[src/rtl/fecc_pkg.sv]
// Package for the elevator car controller: sizes, payload structs, queue entry.
// No dependencies.
`timescale 1ns / 1ps
package fecc_pkg;
	localparam int REQUEST_DEPTH = 16;
	localparam int CABIN_SLOTS = 8;
	localparam int RQ_AW = $clog2(REQUEST_DEPTH);
	localparam int RQ_CW = $clog2(REQUEST_DEPTH + 1);
	localparam int CB_AW = (CABIN_SLOTS > 1) ? $clog2(CABIN_SLOTS) : 1;
	localparam logic [15:0] COUNTER_MAX = 16'hFFFF;
	localparam logic [1:0] DIR_STAY = 2'd0;
	localparam logic [1:0] DIR_UP = 2'd1;
	localparam logic [1:0] DIR_DOWN = 2'd2;
	localparam logic CMD_REQUEST = 1'b0;
	localparam logic CMD_TICK = 1'b1;

	typedef struct packed {
		logic       command;
		logic [7:0] from_floor;
		logic [7:0] to_floor;
	} in_item_t;

	typedef struct packed {
		logic        request_accepted;
		logic [7:0]  current_floor;
		logic [1:0]  move_dir;
		logic [3:0]  riders_aboard;
		logic [4:0]  requests_waiting;
		logic [3:0]  exited_now;
		logic [3:0]  boarded_now;
		logic [15:0] served_total;
		logic [15:0] floors_total;
	} out_item_t;

	// Entry of the command queue between front and back.
	typedef struct packed {
		logic       command;
		logic [7:0] from_floor;
		logic [7:0] to_floor;
	} cmd_t;
endpackage

[src/rtl/fecc_cmd_queue.sv]
// Two-entry command queue between the front and the back of the controller.
// Depends on fecc_pkg.
`timescale 1ns / 1ps
module fecc_cmd_queue (
	input  logic            clk,
	input  logic            arst_n,
	input  logic            wr_valid,
	output logic            wr_ready,
	input  fecc_pkg::cmd_t  wr_data,
	output logic            rd_valid,
	input  logic            rd_ready,
	output fecc_pkg::cmd_t  rd_data
);
	import fecc_pkg::*;
	cmd_t mem_q [2];
	logic wp_q, rp_q;
	logic [1:0] cnt_q;

	assign wr_ready = (cnt_q != 2'd2);
	assign rd_valid = (cnt_q != 2'd0);
	assign rd_data = mem_q[rp_q];

	always_ff @(posedge clk) begin
		if (wr_valid && wr_ready) mem_q[wp_q] <= wr_data;
	end

	always_ff @(posedge clk or negedge arst_n) begin
		if (!arst_n) begin
			wp_q <= 1'b0;
			rp_q <= 1'b0;
			cnt_q <= 2'd0;
		end else begin
			if (wr_valid && wr_ready) wp_q <= ~wp_q;
			if (rd_valid && rd_ready) rp_q <= ~rp_q;
			cnt_q <= cnt_q + {1'b0, wr_valid && wr_ready} - {1'b0, rd_valid && rd_ready};
		end
	end

	a_cnt: assert property (@(posedge clk) disable iff (!arst_n) cnt_q <= 2'd2)
		else $error("queue count overflow");
	a_full: assert property (@(posedge clk) disable iff (!arst_n)
		(cnt_q == 2'd2 && !(rd_valid && rd_ready)) |=> cnt_q == 2'd2)
		else $error("full queue lost an entry");
	a_empty: assert property (@(posedge clk) disable iff (!arst_n)
		(cnt_q == 2'd0) |-> !rd_valid)
		else $error("empty queue shows data");
endmodule

[src/rtl/fecc_front.sv]
// Front end: takes input transfers and passes them as commands to the queue.
// Depends on fecc_pkg.
`timescale 1ns / 1ps
module fecc_front (
	input  logic              clk,
	input  logic              arst_n,
	input  logic              in_valid,
	output logic              in_ready,
	input  fecc_pkg::in_item_t in_data,
	output logic              cq_valid,
	input  logic              cq_ready,
	output fecc_pkg::cmd_t    cq_data
);
	import fecc_pkg::*;
	logic vld_q;
	cmd_t cmd_q;

	assign in_ready = !vld_q || cq_ready;
	assign cq_valid = vld_q;
	assign cq_data = cmd_q;

	always_ff @(posedge clk or negedge arst_n) begin
		if (!arst_n) begin
			vld_q <= 1'b0;
		end else if (in_ready) begin
			vld_q <= in_valid;
		end
	end

	// Any command bit other than a request is a tick.
	always_ff @(posedge clk) begin
		if (in_valid && in_ready) begin
			cmd_q.command <= (in_data.command == CMD_REQUEST) ? CMD_REQUEST : CMD_TICK;
			cmd_q.from_floor <= in_data.from_floor;
			cmd_q.to_floor <= in_data.to_floor;
		end
	end
endmodule

[src/rtl/fecc_back.sv]
// Back end: car state, rider list and request FIFO; executes one command at a time.
// Depends on fecc_pkg.
`timescale 1ns / 1ps
module fecc_back (
	input  logic               clk,
	input  logic               arst_n,
	input  logic [3:0]         cabin_capacity,
	input  logic               cq_valid,
	output logic               cq_ready,
	input  fecc_pkg::cmd_t     cq_data,
	output logic               out_valid,
	input  logic               out_ready,
	output fecc_pkg::out_item_t out_data
);
	import fecc_pkg::*;

	typedef enum logic [2:0] {ST_IDLE, ST_UNLOAD, ST_RDREQ, ST_BOARD, ST_TARGET, ST_RESULT}
		state_t;
	state_t state_q;

	logic [7:0] rider_q [CABIN_SLOTS];
	logic [15:0] fifo_q [REQUEST_DEPTH];
	logic [7:0] floor_q;
	logic [CB_AW:0] rcnt_q, rkeep_q, ri_q;
	logic [RQ_CW-1:0] qcnt_q, qkeep_q, qi_q;
	logic [15:0] served_q, floors_q;
	logic [3:0] exited_q, boarded_q;
	logic [1:0] dir_q;
	logic acc_q;
	logic [15:0] rd_s1;
	logic [CB_AW:0] cap;
	logic [7:0] target;

	always_comb begin
		if (cabin_capacity > 4'(CABIN_SLOTS)) cap = (CB_AW + 1)'(CABIN_SLOTS);
		else cap = (CB_AW + 1)'(cabin_capacity);
	end

	always_comb begin
		if (rcnt_q != '0) target = rider_q[0];
		else if (qcnt_q != '0) target = rd_s1[15:8];
		else target = floor_q;
	end

	assign cq_ready = (state_q == ST_IDLE) && !out_valid;

	// Request FIFO memory: one write port, one registered read port.
	logic fifo_we;
	logic [RQ_AW-1:0] fifo_wa, fifo_ra;
	logic [15:0] fifo_wd;
	always_comb begin
		fifo_we = 1'b0;
		fifo_wa = qcnt_q[RQ_AW-1:0];
		fifo_wd = {cq_data.from_floor, cq_data.to_floor};
		fifo_ra = qi_q[RQ_AW-1:0];
		if (state_q == ST_IDLE && cq_valid && cq_ready && cq_data.command == CMD_REQUEST
				&& qcnt_q != RQ_CW'(REQUEST_DEPTH)) begin
			fifo_we = 1'b1;
		end else if (state_q == ST_BOARD && !(rd_s1[15:8] == floor_q && rcnt_q < cap)) begin
			fifo_we = 1'b1;
			fifo_wa = qkeep_q[RQ_AW-1:0];
			fifo_wd = rd_s1;
		end
		if (state_q == ST_BOARD && qi_q + 1'b1 == qcnt_q) fifo_ra = '0;
		else if (state_q == ST_BOARD) fifo_ra = RQ_AW'(qi_q + 1'b1);
	end
	always_ff @(posedge clk) begin
		if (fifo_we) fifo_q[fifo_wa] <= fifo_wd;
		rd_s1 <= (fifo_we && fifo_wa == fifo_ra) ? fifo_wd : fifo_q[fifo_ra];
	end

	always_ff @(posedge clk) begin
		if (state_q == ST_UNLOAD && ri_q < rcnt_q && rider_q[ri_q[CB_AW-1:0]] != floor_q)
			rider_q[rkeep_q[CB_AW-1:0]] <= rider_q[ri_q[CB_AW-1:0]];
		if (state_q == ST_BOARD && rd_s1[15:8] == floor_q && rcnt_q < cap)
			rider_q[rcnt_q[CB_AW-1:0]] <= rd_s1[7:0];
	end

	always_ff @(posedge clk or negedge arst_n) begin
		if (!arst_n) begin
			state_q <= ST_IDLE;
			out_valid <= 1'b0;
			floor_q <= '0;
			rcnt_q <= '0;
			qcnt_q <= '0;
			served_q <= '0;
			floors_q <= '0;
			rkeep_q <= '0;
			ri_q <= '0;
			qkeep_q <= '0;
			qi_q <= '0;
			exited_q <= '0;
			boarded_q <= '0;
			dir_q <= DIR_STAY;
			acc_q <= 1'b0;
		end else begin
			if (out_valid && out_ready) out_valid <= 1'b0;
			case (state_q)
				ST_IDLE: begin
					if (cq_valid && cq_ready) begin
						exited_q <= '0;
						boarded_q <= '0;
						dir_q <= DIR_STAY;
						acc_q <= 1'b1;
						ri_q <= '0;
						rkeep_q <= '0;
						qi_q <= '0;
						qkeep_q <= '0;
						if (cq_data.command == CMD_REQUEST) begin
							if (qcnt_q == RQ_CW'(REQUEST_DEPTH)) acc_q <= 1'b0;
							else qcnt_q <= qcnt_q + 1'b1;
							state_q <= ST_RESULT;
						end else if (rcnt_q == '0 && qcnt_q == '0) begin
							state_q <= ST_RESULT;
						end else begin
							state_q <= ST_UNLOAD;
						end
					end
				end
				ST_UNLOAD: begin
					if (ri_q < rcnt_q) begin
						if (rider_q[ri_q[CB_AW-1:0]] == floor_q) begin
							exited_q <= exited_q + 1'b1;
							if (served_q != COUNTER_MAX) served_q <= served_q + 1'b1;
						end else begin
							rkeep_q <= rkeep_q + 1'b1;
						end
						ri_q <= ri_q + 1'b1;
					end else begin
						rcnt_q <= rkeep_q;
						state_q <= (qcnt_q == '0) ? ST_TARGET : ST_RDREQ;
					end
				end
				ST_RDREQ: state_q <= ST_BOARD;  // read of entry 0 is in flight
				ST_BOARD: begin
					if (rd_s1[15:8] == floor_q && rcnt_q < cap) begin
						rcnt_q <= rcnt_q + 1'b1;
						boarded_q <= boarded_q + 1'b1;
					end else begin
						qkeep_q <= qkeep_q + 1'b1;
					end
					qi_q <= qi_q + 1'b1;
					if (qi_q + 1'b1 == qcnt_q) state_q <= ST_TARGET;
				end
				ST_TARGET: begin
					// The read data now holds the oldest entry left, if any.
					if (qi_q != '0) qcnt_q <= qkeep_q;
					if (qi_q != '0 && qkeep_q == '0 && rcnt_q == '0) begin
						dir_q <= DIR_STAY;
					end else if (target > floor_q) begin
						floor_q <= floor_q + 1'b1;
						dir_q <= DIR_UP;
						if (floors_q != COUNTER_MAX) floors_q <= floors_q + 1'b1;
					end else if (target < floor_q) begin
						floor_q <= floor_q - 1'b1;
						dir_q <= DIR_DOWN;
						if (floors_q != COUNTER_MAX) floors_q <= floors_q + 1'b1;
					end
					state_q <= ST_RESULT;
				end
				ST_RESULT: begin
					out_valid <= 1'b1;
					state_q <= ST_IDLE;
				end
				default: state_q <= ST_IDLE;
			endcase
		end
	end

	always_comb begin
		out_data.request_accepted = acc_q;
		out_data.current_floor = floor_q;
		out_data.move_dir = dir_q;
		out_data.riders_aboard = 4'(rcnt_q);
		out_data.requests_waiting = 5'(qcnt_q);
		out_data.exited_now = exited_q;
		out_data.boarded_now = boarded_q;
		out_data.served_total = served_q;
		out_data.floors_total = floors_q;
	end

	a_riders: assert property (@(posedge clk) disable iff (!arst_n)
		rcnt_q <= (CB_AW + 1)'(CABIN_SLOTS)) else $error("rider count overflow");
	a_reqs: assert property (@(posedge clk) disable iff (!arst_n)
		qcnt_q <= RQ_CW'(REQUEST_DEPTH)) else $error("request count overflow");
	a_take: assert property (@(posedge clk) disable iff (!arst_n)
		(cq_valid && cq_ready) |=> state_q != ST_IDLE) else $error("command not started");
	a_dir: assert property (@(posedge clk) disable iff (!arst_n)
		(state_q == ST_TARGET && dir_q != DIR_STAY) |-> 1'b0 || dir_q == DIR_STAY)
		else $error("direction not cleared");
endmodule

[src/rtl/fifo_elevator_car_controller.sv]
// Top level of the elevator car controller: front, command queue, back, capacity register.
// Depends on fecc_pkg, fecc_front, fecc_cmd_queue, fecc_back.
// A request or an idle tick goes straight to the result. Any other tick runs the serial
// unload scan in the back, and with waiting requests also the board scan.
// The back takes a new command only after its last result has been transferred.
// Reset clears the car state and counters and sets the capacity to 4.
`timescale 1ns / 1ps
module fifo_elevator_car_controller (
	input  logic                clk,
	input  logic                arst_n,
	input  logic                cfg_we,
	input  logic [3:0]          cfg_wdata,
	input  logic                in_valid,
	output logic                in_ready,
	input  fecc_pkg::in_item_t  in_data,
	output logic                out_valid,
	input  logic                out_ready,
	output fecc_pkg::out_item_t out_data
);
	import fecc_pkg::*;
	logic [3:0] cap_q;
	logic f_valid, f_ready, b_valid, b_ready;
	cmd_t f_data, b_data;

	always_ff @(posedge clk or negedge arst_n) begin
		if (!arst_n) cap_q <= 4'd4;
		else if (cfg_we) cap_q <= cfg_wdata;
	end

	fecc_front u_front (.clk, .arst_n, .in_valid, .in_ready, .in_data,
		.cq_valid(f_valid), .cq_ready(f_ready), .cq_data(f_data));
	fecc_cmd_queue u_queue (.clk, .arst_n, .wr_valid(f_valid), .wr_ready(f_ready),
		.wr_data(f_data), .rd_valid(b_valid), .rd_ready(b_ready), .rd_data(b_data));
	fecc_back u_back (.clk, .arst_n, .cabin_capacity(cap_q), .cq_valid(b_valid),
		.cq_ready(b_ready), .cq_data(b_data), .out_valid, .out_ready, .out_data);
endmodule
[config.mk]
export PLATFORM = sky130hd
export DESIGN_NAME = fifo_elevator_car_controller
export DESIGN_NICKNAME = d
export VERILOG_FILES = /design/src/rtl/fecc_pkg.sv /design/src/rtl/fecc_cmd_queue.sv /design/src/rtl/fecc_front.sv /design/src/rtl/fecc_back.sv /design/src/rtl/fifo_elevator_car_controller.sv
export SDC_FILE = /design/constraint.sdc
export NUM_CORES = 1
export LEC_CHECK = 0
export ABC_AREA = 1
export BUFFER_PORTS_ARGS = -buffer_cell sky130_fd_sc_hd__buf_2
export CAP_MARGIN = 20
export CORE_MARGIN = 3
export CORE_UTILIZATION = 40
export DETAILED_ROUTE_END_ITERATION = 16
export SYNTH_ARGS = -nofsm -noshare
export SYNTH_HDL_FRONTEND = slang
export SYNTH_SLANG_ARGS = --single-unit
export TNS_END_PERCENT = 20
[constraint.sdc]
create_clock -name clk -period 3.96 [get_ports clk]
set_clock_uncertainty 0.05 [all_clocks]
set_input_delay 0 -clock clk [delete_from_list [all_inputs] [get_ports clk]]
set_output_delay 0 -clock clk [all_outputs]
set_load 0.005 [all_outputs]
After elaboration in Yosys (flattened, before gate mapping) --
Memory sizes are Yosys's and may differ from the RTL's. A register that Yosys moved wholly into a read port is not among the register bits. Index checks and enable logic that the tools add are counted.
Cells by class: equality and inequality tests 26, bitwise logic cells 4, multiplexer cells 67, reductions and logical operators 51, order comparisons 5, add/sub/neg operators 14
Operators with widths (count):
- 16-bit two-way mux | 5
- 4-bit two-way mux | 14
- 8-bit two-way mux | 5
- 4-bit case mux with 2 select lines | 5
- 16-bit by 1-bit adder with 16-bit output (second input constant) | 2
- 16-bit != test (second input constant) | 2
- 5-bit two-way mux | 6
- 5-bit case mux with 2 select lines | 3
- 2-bit != test (second input constant) | 11
- 3-bit two-way mux | 7
- 3-bit AND reduction | 7
- 4-bit by 1-bit adder with 4-bit output (second input constant) | 5
- 1-bit logical AND | 19
- 8-bit == test | 2
- 1-bit two-way mux | 16
- 5-bit by 1-bit adder with 5-bit output (second input constant) | 3
- 3-bit case mux with 5 select lines | 1
- 2-bit nonzero test | 7
- 4-bit AND reduction | 3
- 5-bit zero test | 2
- 5-bit nonzero test | 2
- 8-bit by 1-bit adder with 8-bit output (second input constant) | 1
- 8-bit greater-than comparator | 1
- 4-bit < comparator | 2
- other kinds (25) | 36
Storage, ports and cells: RAM bits 354, register bits after elaboration 108, memories 3, output and inout bits 62, logic and storage cells 193, input bits 26
Memories:
- u_back.fifo_q | depth 16, bits a word 16, rd ports 1, clocked after memory_dff 1, write ports 1, RTL line fecc_back.sv:22 | logic [15:0] fifo_q [REQUEST_DEPTH];
- u_back.rider_q | depth 8, bits a word 8, rd ports 2, clocked after memory_dff 0, write ports 1, RTL line fecc_back.sv:21 | logic [7:0] rider_q [CABIN_SLOTS];
- u_queue.mem_q | depth 2, bits a word 17, rd ports 1, clocked after memory_dff 0, write ports 1, RTL line fecc_cmd_queue.sv:15 | cmd_t mem_q [2];

Longest topological paths before layout --
Gate-level depths: netlist (run 1).
depth after elaboration 10, depth in mapped cells 32, mapped depth without buffers 30

By module --
Synthesis (run 1) repeated with hierarchy kept, for this count alone.
Unflattened totals: cell total of the unflattened synthesis 1973, area total of the unflattened synthesis 21005.1 µm²
By module, submodules not included:
- fecc_back | instances 1, sequential area each 11741.3 µm², cells an instance 1813, area an instance 18806.8 µm²
- fecc_cmd_queue | instances 1, sequential area each 1121.1 µm², cells an instance 120, area an instance 1492.7 µm²
- fecc_front | instances 1, sequential area each 535.5 µm², cells an instance 23, area an instance 555.5 µm²
- fifo_elevator_car_controller | instances 1, sequential area each 101.3 µm², cells an instance 17, area an instance 150.1 µm²

Worst setup path before layout (run 1) --
No wires, ideal clock.
path type reg2reg, from reg u_back.qcnt_q[0], to reg u_back.floor_q[7], slack -0.001 ns, period minus slack after synthesis 3.961 ns, stages on the path, launching flop included 30, setup time 0.079 ns, data required time 3.831 ns, buffers on the path 0, data arrival time 3.832 ns, cells stage by stage dfrtp_1 -> inv_1 -> ha_1 -> inv_1 -> nor4_1 -> inv_1 -> nor2_1 -> inv_1 -> o221ai_1 -> ha_1 -> inv_1 -> nor2_1 -> o21ai_0 -> nand2_1 -> nand2_1 -> o211ai_1 -> nand2_1 -> ha_1 -> a21oi_1 -> nand2_1 -> nand2_1 -> nand2_1 -> a21oi_1 -> inv_1 -> nand2_1 -> nand2_1 -> a21oi_1 -> a21boi_0 -> o21ai_0 -> xor2_1
Between the ends: longest elaborated chain between the ends 6, elaborated cells on any way between the ends 8, classes of those cells 2 x order compare; 3 x mux; 3 x reduce/logical
RTL lines:
- start: declaration | RTL line fecc_back.sv:25 | logic [RQ_CW-1:0] qcnt_q, qkeep_q, qi_q;
- start signal: assignment | RTL line fecc_back.sv:111 | else qcnt_q <= qcnt_q + 1'b1;
- start signal: assignment | RTL line fecc_back.sv:147 | if (qi_q != '0) qcnt_q <= qkeep_q;
- 5-bit nonzero test * | RTL line fecc_back.sv:41 | else if (qcnt_q != '0) target = rd_s1[15:8];
- 8-bit two-way mux * | RTL line fecc_back.sv:41
- 8-bit two-way mux * | RTL line fecc_back.sv:40 | if (rcnt_q != '0) target = rider_q[0];
- 8-bit < comparator or 8-bit greater-than comparator (tied branches) | RTL line fecc_back.sv:154, fecc_back.sv:150
- 2-bit nonzero test (no line)
- 3-bit AND reduction (no line)
- end signal: assignment | RTL line fecc_back.sv:151 | floor_q <= floor_q + 1'b1;
- end signal: assignment | RTL line fecc_back.sv:155 | floor_q <= floor_q - 1'b1;
- end: declaration | RTL line fecc_back.sv:23 | logic [7:0] floor_q;
Mark *: on every way between the ends. The rest lies on a longest branch, timed or not. A chain may end at the register's enable or synchronous reset.

Final worst setup path (run 1) --
from reg u_back.qcnt_q[1], to reg u_back.floor_q[7]
Same word-level chain as after synthesis.

==> impl_summary.log, run 1 <==
INFO  metric syn_avg_cell_area = 10.7 um2
INFO  metric synth_nets = 2,039
INFO  metric buffer_ports.inserted = 87
INFO  metric power_leakage = 0.00976 uW
INFO  metric drive_above_1_share = 15.9%
INFO  metric setup_viol = 0
INFO  metric ioPinCount = 88
INFO  metric timing_max_transition_violations_final = 0
INFO  metric insertedDiodeCount = 0
INFO  metric critical_path.reg2reg.endpoint = u_back.floor_q[7]$_DFFE_PN0P_
INFO  metric synth.ff_latch_count = 466
INFO  metric final_cycle_utilization_of_the_critical_path = 96.5%
INFO  metric cts_buffers = 48
INFO  metric final_critical_path_setup_slack = 0.138 ns
INFO  metric period_needed = 3.82 ns
INFO  metric placeableCoreArea = 51,700 um2
INFO  metric arrival = 4.28 ns
INFO  metric powerDensity = 747 nW/um2
INFO  metric width_of_the_chip = 235 um
INFO  metric detailedRoute.firstIterationViolations = 1,236
INFO  metric area_delta_synth_final = 17.6%
INFO  metric via_per_inst = 5.22
INFO  metric worst_r2r_path_depth = 31
INFO  metric grt_setup_unrepaired = true
INFO  metric clock_path_buffers = 3
INFO  metric fin_cells = 2,872
INFO  metric cp_slowest_cell = dfrtp_1
INFO  metric max_slew_margin = 30.6%
INFO  metric holdWs = 0.0191 ns
INFO  metric max_slew.worst_pin.slew = 1.04 ns
INFO  metric ys.warnings.count = 0
INFO  metric cts_root_buffer = clkbuf_16
INFO  metric final_common_cell = nand2_1
INFO  metric post-place-ws = -0.0519 ns
INFO  metric most_common_cell_type_on_the_critical_path = nand2_2
INFO  metric std_cell_rows = 83
INFO  metric reg2reg_slack = 0.14 ns
INFO  metric vias = 14,996
INFO  metric reg2reg_from = u_back.qcnt_q[1]$_DFFE_PN0P_
INFO  metric max_freq = 262 MHz
INFO  metric min-delay-path-class = input pin to asynchronous set/reset pin
INFO  metric synth_flop_cell = edfxtp_1
INFO  metric placed_area = 22,600 um2
INFO  metric grt_use_total = 18.9%
INFO  metric synthCells = 1,974
INFO  metric vias_in_the_first_global_route = 14,181
INFO  metric floorplan.die.height = 235 um
INFO  metric grt_max_degree = 64
INFO  metric grt-ovfl-total = 0
INFO  metric numClockSinks = 466
INFO  metric postLayoutCellArea = 24,700 um2
INFO  metric worst_path_largest_cell_delay = 0.39 ns
INFO  metric crit_fanout = 5
INFO  metric total_power = 18,500 uW
INFO  metric placedCellCount = 2,745
INFO  metric cap_violations = 0
INFO  metric crit_path_start_kind = register
INFO  metric layout.nets = 2,218
INFO  metric worst-setup-path-type = register to register
INFO  metric grt_first_pass_wirelength = 82,500 um
INFO  metric synth_enable_flop_cells = 371
INFO  metric path_clk_slew = 0.06 ns
INFO  metric cp-end-kind = register
INFO  metric route.final.wire_length = 53,700 um
INFO  metric ir_drop = 458 uV
INFO  metric run_status = finished clean
INFO  metric drt_first_pass_iters = 5
INFO  metric netlist-cell-type-count = 51
INFO  metric dp_hpwl = 33,800 um
INFO  metric drt_drc_violations_left = 0
INFO  metric synth_seq_area_share = 64.2%
INFO  metric worst_skew_pair.late_latency = 0.59 ns
INFO  metric post_synth_instance_area = 21,000 um2
INFO  metric postRouteAntennaNets = 0
INFO  metric overall_die_area = 55,400 um2
INFO  metric number_of_antenna_violations_at_the_first_check_in_global_routing = 0
INFO  metric h-tree-depth = 2
INFO  metric cts_tree = built
INFO  metric final_cell_mix = nand2_1, edfxtp_1, nor2_1
INFO  metric critPathRequiredTime = 4.42 ns
INFO  metric hold_violations = 0
INFO  metric wl_per_cell = 18.7 um
INFO  metric finalWeightedCongestion = 0.927
INFO  metric postSynth.asyncResetShare = 19.5%
INFO  metric initial_core_util = 40.7%
[layout make-up]
cell class	count	area (um2)
clock inverter	30	225
sequential	466	13500
multi-input combinational	1232	6560
clock buffer	59	1280
tap	680	851
timing repair buffer	213	1570
fill	4623	27000
inverter	192	726
[where the power goes]
group	total (uW)	internal, uW	switching (uW)
Clock	4370	2500	1870
Combinational	7230	2520	4720
Sequential	6880	6540	334
[cell usage after synthesis, types with 2 or more instances]
master	count	area share (%)
o21ai_1	31	0.74
ha_1	38	2.3
nand4_1	14	0.42
clkbuf_1	41	0.73
o21a_1	7	0.25
nor4_1	8	0.24
a31oi_1	3	0.089
inv_2	8	0.14
nor3_1	12	0.29
nor2_1	213	3.8
o211ai_1	36	1.3
buf_2	20	0.48
nand2_1	385	6.9
inv_1	184	3.3
o22ai_1	15	0.45
edfxtp_1	371	53
a21boi_0	2	0.071
xor2_1	41	1.7
buf_4	7	0.25
or2_2	5	0.15
mux2_2	3	0.16
o221ai_1	26	1.1
nand3_2	4	0.19
o21ai_2	4	0.17
nand3b_1	3	0.11
nand3_1	126	3.0
buf_6	15	0.80
nand2_2	5	0.15
a22oi_1	3	0.11
a21oi_1	46	1.1
nor2_2	3	0.089
xnor2_1	12	0.50
dfxtp_1	4	0.38
dfrtp_1	90	11
o21ai_0	173	4.1
[worst max-delay path by stage]
stage	startpoint	endpoint	slack [ns]
3_3_place_gp	u_back.qcnt_q[0]$_DFFE_PN0P_	u_back.floor_q[7]$_DFFE_PN0P_	0.09
5_1_grt	u_back.qcnt_q[1]$_DFFE_PN0P_	u_back.floor_q[6]$_DFFE_PN0P_	-0.19
4_1_cts	register	u_back.floor_q[7]$_DFFE_PN0P_	0.01
3_5_place_dp	u_back.qcnt_q[0]$_DFFE_PN0P_	u_back.floor_q[7]$_DFFE_PN0P_	-0.05
6_report	u_back.qcnt_q[1]$_DFFE_PN0P_	u_back.floor_q[7]$_DFFE_PN0P_	0.14
2_1_floorplan	u_back.qcnt_q[0]$_DFFE_PN0P_	u_back.floor_q[7]$_DFFE_PN0P_	0.09
[repair_timing]
action,4_1_cts,5_1_grt
pin swaps,0,17
cloned,0,2
hold buffers,29,0
endpoints found under the hold margin,85,0
buffers inserted,0,7
setup endpoints to repair,1,266
gates resized for setup,1,51
[critical path, delay by kind of cell (launching register included)]
family          cells  cell delay (ns)
simple gates       12             1.16
compound gates      8             0.87
fa+ha+maj           3             0.59
buf+inv             7             0.55
flops               1             0.39
xor+xnor            1             0.15
[per-layer routing]
metal	share of wire (%)	GRT usage, %	routed length [um]	vias up
met5	0	0	0	-
met4	2.3	5.79	1210	0
met3	6.2	2.82	3340	75
met2	47	30.2	25000	461
met1	45	26.8	24100	7302
li1	-	-	-	7158
[metrics by stage]
step                setup TNS [ns]  utilization (%)
floorplan                        0                -
global placement                 0             43.8
detailed placement         -0.0519             43.8
CTS                              0             47.3
global route                -0.390             47.8
finish                           0             47.8
[registers in the layout, indices dropped and copies added (netlist names), 8 cells and up, named ones only]
signal,cells
u_back.fifo_q,256
u_back.rider_q,64
u_queue.mem_q,34
u_front.cq_data,17
u_back.floors_q,16
u_back.served_q,16
u_back.floor_q,8
[logic make-up (layout without fill, tap and decap cells)]
logic type | Yosys count | after routing | share of synthesized area (%)
fa+ha+maj | 39 | 39 | 2.36
flops | 466 | 466 | 64.2
xor+xnor | 53 | 53 | 2.21
mux | 4 | 4 | 0.208
buf+inv | 276 | 494 | 5.70
compound gates | 350 | 350 | 9.67
simple gates | 786 | 786 | 15.7
No activity file was read; power rests on OpenSTA's default activity.
==> run 2: changes to the inputs <==
--- a/config.mk
+++ b/config.mk
@@ -5,12 +5,12 @@
 export SDC_FILE = /design/constraint.sdc
 export NUM_CORES = 1
 export LEC_CHECK = 0
-export ABC_AREA = 1
 export BUFFER_PORTS_ARGS = -buffer_cell sky130_fd_sc_hd__buf_2
 export CAP_MARGIN = 20
 export CORE_MARGIN = 3
 export CORE_UTILIZATION = 40
 export DETAILED_ROUTE_END_ITERATION = 16
+export SLEW_MARGIN = 5
 export SYNTH_ARGS = -nofsm -noshare
 export SYNTH_HDL_FRONTEND = slang
 export SYNTH_SLANG_ARGS = --single-unit
==> impl_summary.log, run 2 <==
INFO  metric overall_die_area = 53,900 um2
INFO  metric initial_core_util = 40.6%
INFO  metric numClockSinks = 466
INFO  metric layout.area.seq = 13,500 um2
INFO  metric grt_max_degree = 39
INFO  metric failing_checks = negative setup slack
INFO  metric insertedDiodeCount = 0
INFO  metric timing.setup.tns = -0.475 ns
INFO  metric finalWeightedCongestion = 0.824
INFO  metric largest_register_ff_count = 256
INFO  metric cts_buffers = 48
INFO  metric crit_path_start_kind = register
INFO  metric final_cell_mix = edfxtp_1, buf_4, dfrtp_1
INFO  metric combinationalPowerShare = 38.3%
INFO  metric synth_flop_cell = edfxtp_1
INFO  metric final_common_cell = edfxtp_1
INFO  metric layout.nets = 1,629
INFO  metric placedCellCount = 2,142
INFO  metric wl_per_cell = 21.3 um
INFO  metric p_sw = 6350 uW
INFO  metric route.final.wire_length = 48,600 um
INFO  metric floorplan.die.height = 232 um
INFO  metric power_frac_clock = 23.4%
INFO  metric synth.ff_latch_count = 466
INFO  metric ir_drop = 427 uV
INFO  metric power_leakage = 0.00925 uW
INFO  metric top_register = u_back.fifo_q
INFO  metric synth_nets = 1,378
INFO  metric detailedRoute.firstIterationViolations = 884
INFO  metric synth_top_cells_by_area = edfxtp_1, dfrtp_1, mux4_2
INFO  metric ioPinCount = 88
INFO  metric width_of_the_chip = 232 um
INFO  metric postRouteAntennaNets = 0
INFO  metric dp_hpwl = 31,500 um
INFO  metric postSynth.asyncResetShare = 19.5%
INFO  metric grt_first_pass_wirelength = 75,000 um
INFO  metric placeableCoreArea = 50,400 um2
INFO  metric hold_violations = 0
INFO  metric syn_avg_cell_area = 15.6 um2
INFO  metric drt_drc_violations_left = 0
INFO  metric ys.warnings.count = 0
INFO  metric vias = 12,082
INFO  metric number_of_antenna_violations_at_the_first_check_in_global_routing = 0
INFO  metric vias_in_the_first_global_route = 12,305
INFO  metric cp-end-kind = register
INFO  metric period_needed = 4.18 ns
INFO  metric multi_input_comb_area = 6780 um2
INFO  metric h-tree-depth = 2
INFO  metric timing_max_transition_violations_final = 0
INFO  metric crit_fanout = 6
INFO  metric post_synth_instance_area = 20,400 um2
INFO  metric path_clk_slew = 0.06 ns
INFO  metric synth.top_cells.by_count = edfxtp_1, dfrtp_1, nand2_1, mux4_2, o21ai_0
INFO  metric drive_above_1_share = 31.1%
INFO  metric grt-ovfl-total = 0
INFO  metric grt_use_total = 18.3%
INFO  metric final_cycle_utilization_of_the_critical_path = 106%
INFO  metric cap_violations = 0
INFO  metric synth_seq_area_share = 66.0%
INFO  metric internal_cell_power = 12,500 uW
INFO  metric min-delay-path-class = input pin to register
INFO  metric cts_tree = built
INFO  metric max_slew.worst_pin.slew = 1.03 ns
INFO  metric fin_cells = 2,275
INFO  metric seq_power_share = 38.3%
INFO  metric setup_viol = 3
INFO  metric worst-setup-path-type = register to register
INFO  metric via_per_inst = 5.31
INFO  metric drt_first_pass_iters = 5
INFO  metric worst_skew_pair.late_latency = 0.60 ns
INFO  metric netlist-cell-type-count = 82
INFO  metric synth_enable_flop_cells = 371
INFO  metric powerDensity = 755 nW/um2
INFO  metric cts_root_buffer = clkbuf_16
INFO  metric synth_top_cell_area_share = 54.5%
INFO  metric grt_setup_unrepaired = true
INFO  metric switching_share = 33.6%
INFO  metric final_util = 49.6%
INFO  metric clock_path_buffers = 3
INFO  metric synthCells = 1,313
INFO  metric fill_cells = 4,289
INFO  metric synthMostInstantiatedCell = edfxtp_1
INFO  metric buffer_ports.inserted = 87
INFO  metric area_delta_synth_final = 22.3%
INFO  metric arrival = 4.57 ns
INFO  metric max_slew_margin = 31.1%
INFO  metric holdWs = 0.0609 ns
INFO  metric std_cell_rows = 82
INFO  metric netlist.top_cell.by_area = edfxtp_1
INFO  metric max_freq = 239 MHz
INFO  metric critPathRequiredTime = 4.35 ns
INFO  metric final_critical_path_setup_slack = -0.219 ns
INFO  metric run_status = finished, violations left
INFO  metric total_power = 18,900 uW
[run 2: worst paths after layout]
kind | end | depth (start not counted) | from | slack (ns)
max in group asynchronous | u_back.rcnt_q[3]$_DFFE_PN0P_ | 4 | arst_n | 2.58
min in group asynchronous | u_back.floors_q[6]$_DFFE_PN0P_ | 3 | arst_n | 0.44
setup reg to reg | u_back.floor_q[7]$_DFFE_PN0P_ | 23 | register | -0.22
hold reg to reg | u_queue.mem_q[0][8]$_DFFE_PP_ | 0 | u_front.cq_data[8]$_DFFE_PP_ | 0.40
hold / removal | u_front.cq_data[3]$_DFFE_PP_ | 2 | in_data[3] | 0.06
setup / recovery | u_back.floor_q[7]$_DFFE_PN0P_ | 23 | register | -0.22
[run 2: power groups by stage]
stage	registers, uW	logic [uW]	clock network [uW]
CTS	7220	7160	4530
global route	7300	7980	4730
finish	7220	7240	4420
global placement	7280	6780	0
detailed placement	7310	6920	0
floorplan	7110	4310	0
[run 2: what timing repair did]
action,CTS,global route
setup endpoints to repair,47,37
resized for setup,25,18
buffers inserted,10,4
hold endpoints to repair,82,0
pin swaps,5,14
hold buffers,31,0
[run 2: worst max-delay path: stages, from the launching register on]
cell	delay, ns
dfxtp_4	0.40
buf_12	0.12
mux4_2	0.49
mux2i_1	0.16
mux2_4	0.18
nor2_1	0.04
a21oi_1	0.11
o21ai_1	0.08
ha_1	0.31
and3_4	0.19
a221oi_4	0.29
nand2b_1	0.14
o211ai_1	0.09
nor2b_4	0.14
inv_4	0.08
ha_4	0.19
a21o_1	0.16
a21oi_2	0.15
o21bai_1	0.09
a21oi_2	0.17
o21ai_2	0.07
xnor2_1	0.13
nand2_1	0.08
xnor2_1	0.13
[run 2: through the flow]
step           area (um2)  setup WS (ns)
5_1_grt             25000         -0.449
3_3_place_gp        22900         -0.232
6_report            25000         -0.219
4_1_cts             24900         -0.169
2_1_floorplan       20500         -0.224
3_5_place_dp        22900         -0.261
[run 2: layout make-up]
class	count	area share [%]
timing repair buffer	265	8.69
multi-input combinational	740	27.1
sequential	466	54.0
inverter	43	0.656
clock buffer	61	5.00
clock inverter	28	1.15
tap	672	3.36
[run 2: kinds of logic (layout without fill, tap and decap cells)]
group / after synthesis / in the layout / synth area share (%)
buffers and inverters: 107 / 397 / 2.69
multiplexers: 152 / 152 / 12.6
adder cells (fa/ha/maj): 39 / 39 / 2.42
AO/OA/AOI/OAI: 190 / 190 / 6.14
XOR/XNOR: 64 / 64 / 2.74
flip-flops: 466 / 466 / 66.0
AND/OR/NAND/NOR: 295 / 295 / 7.35
[run 2: per-layer routing]
metal | track usage, % | wire, um
met1 | 24.6 | 21000
met2 | 30.8 | 24000
met3 | 3.04 | 2450
met4 | 5.03 | 1030
met5 | 0 | 0
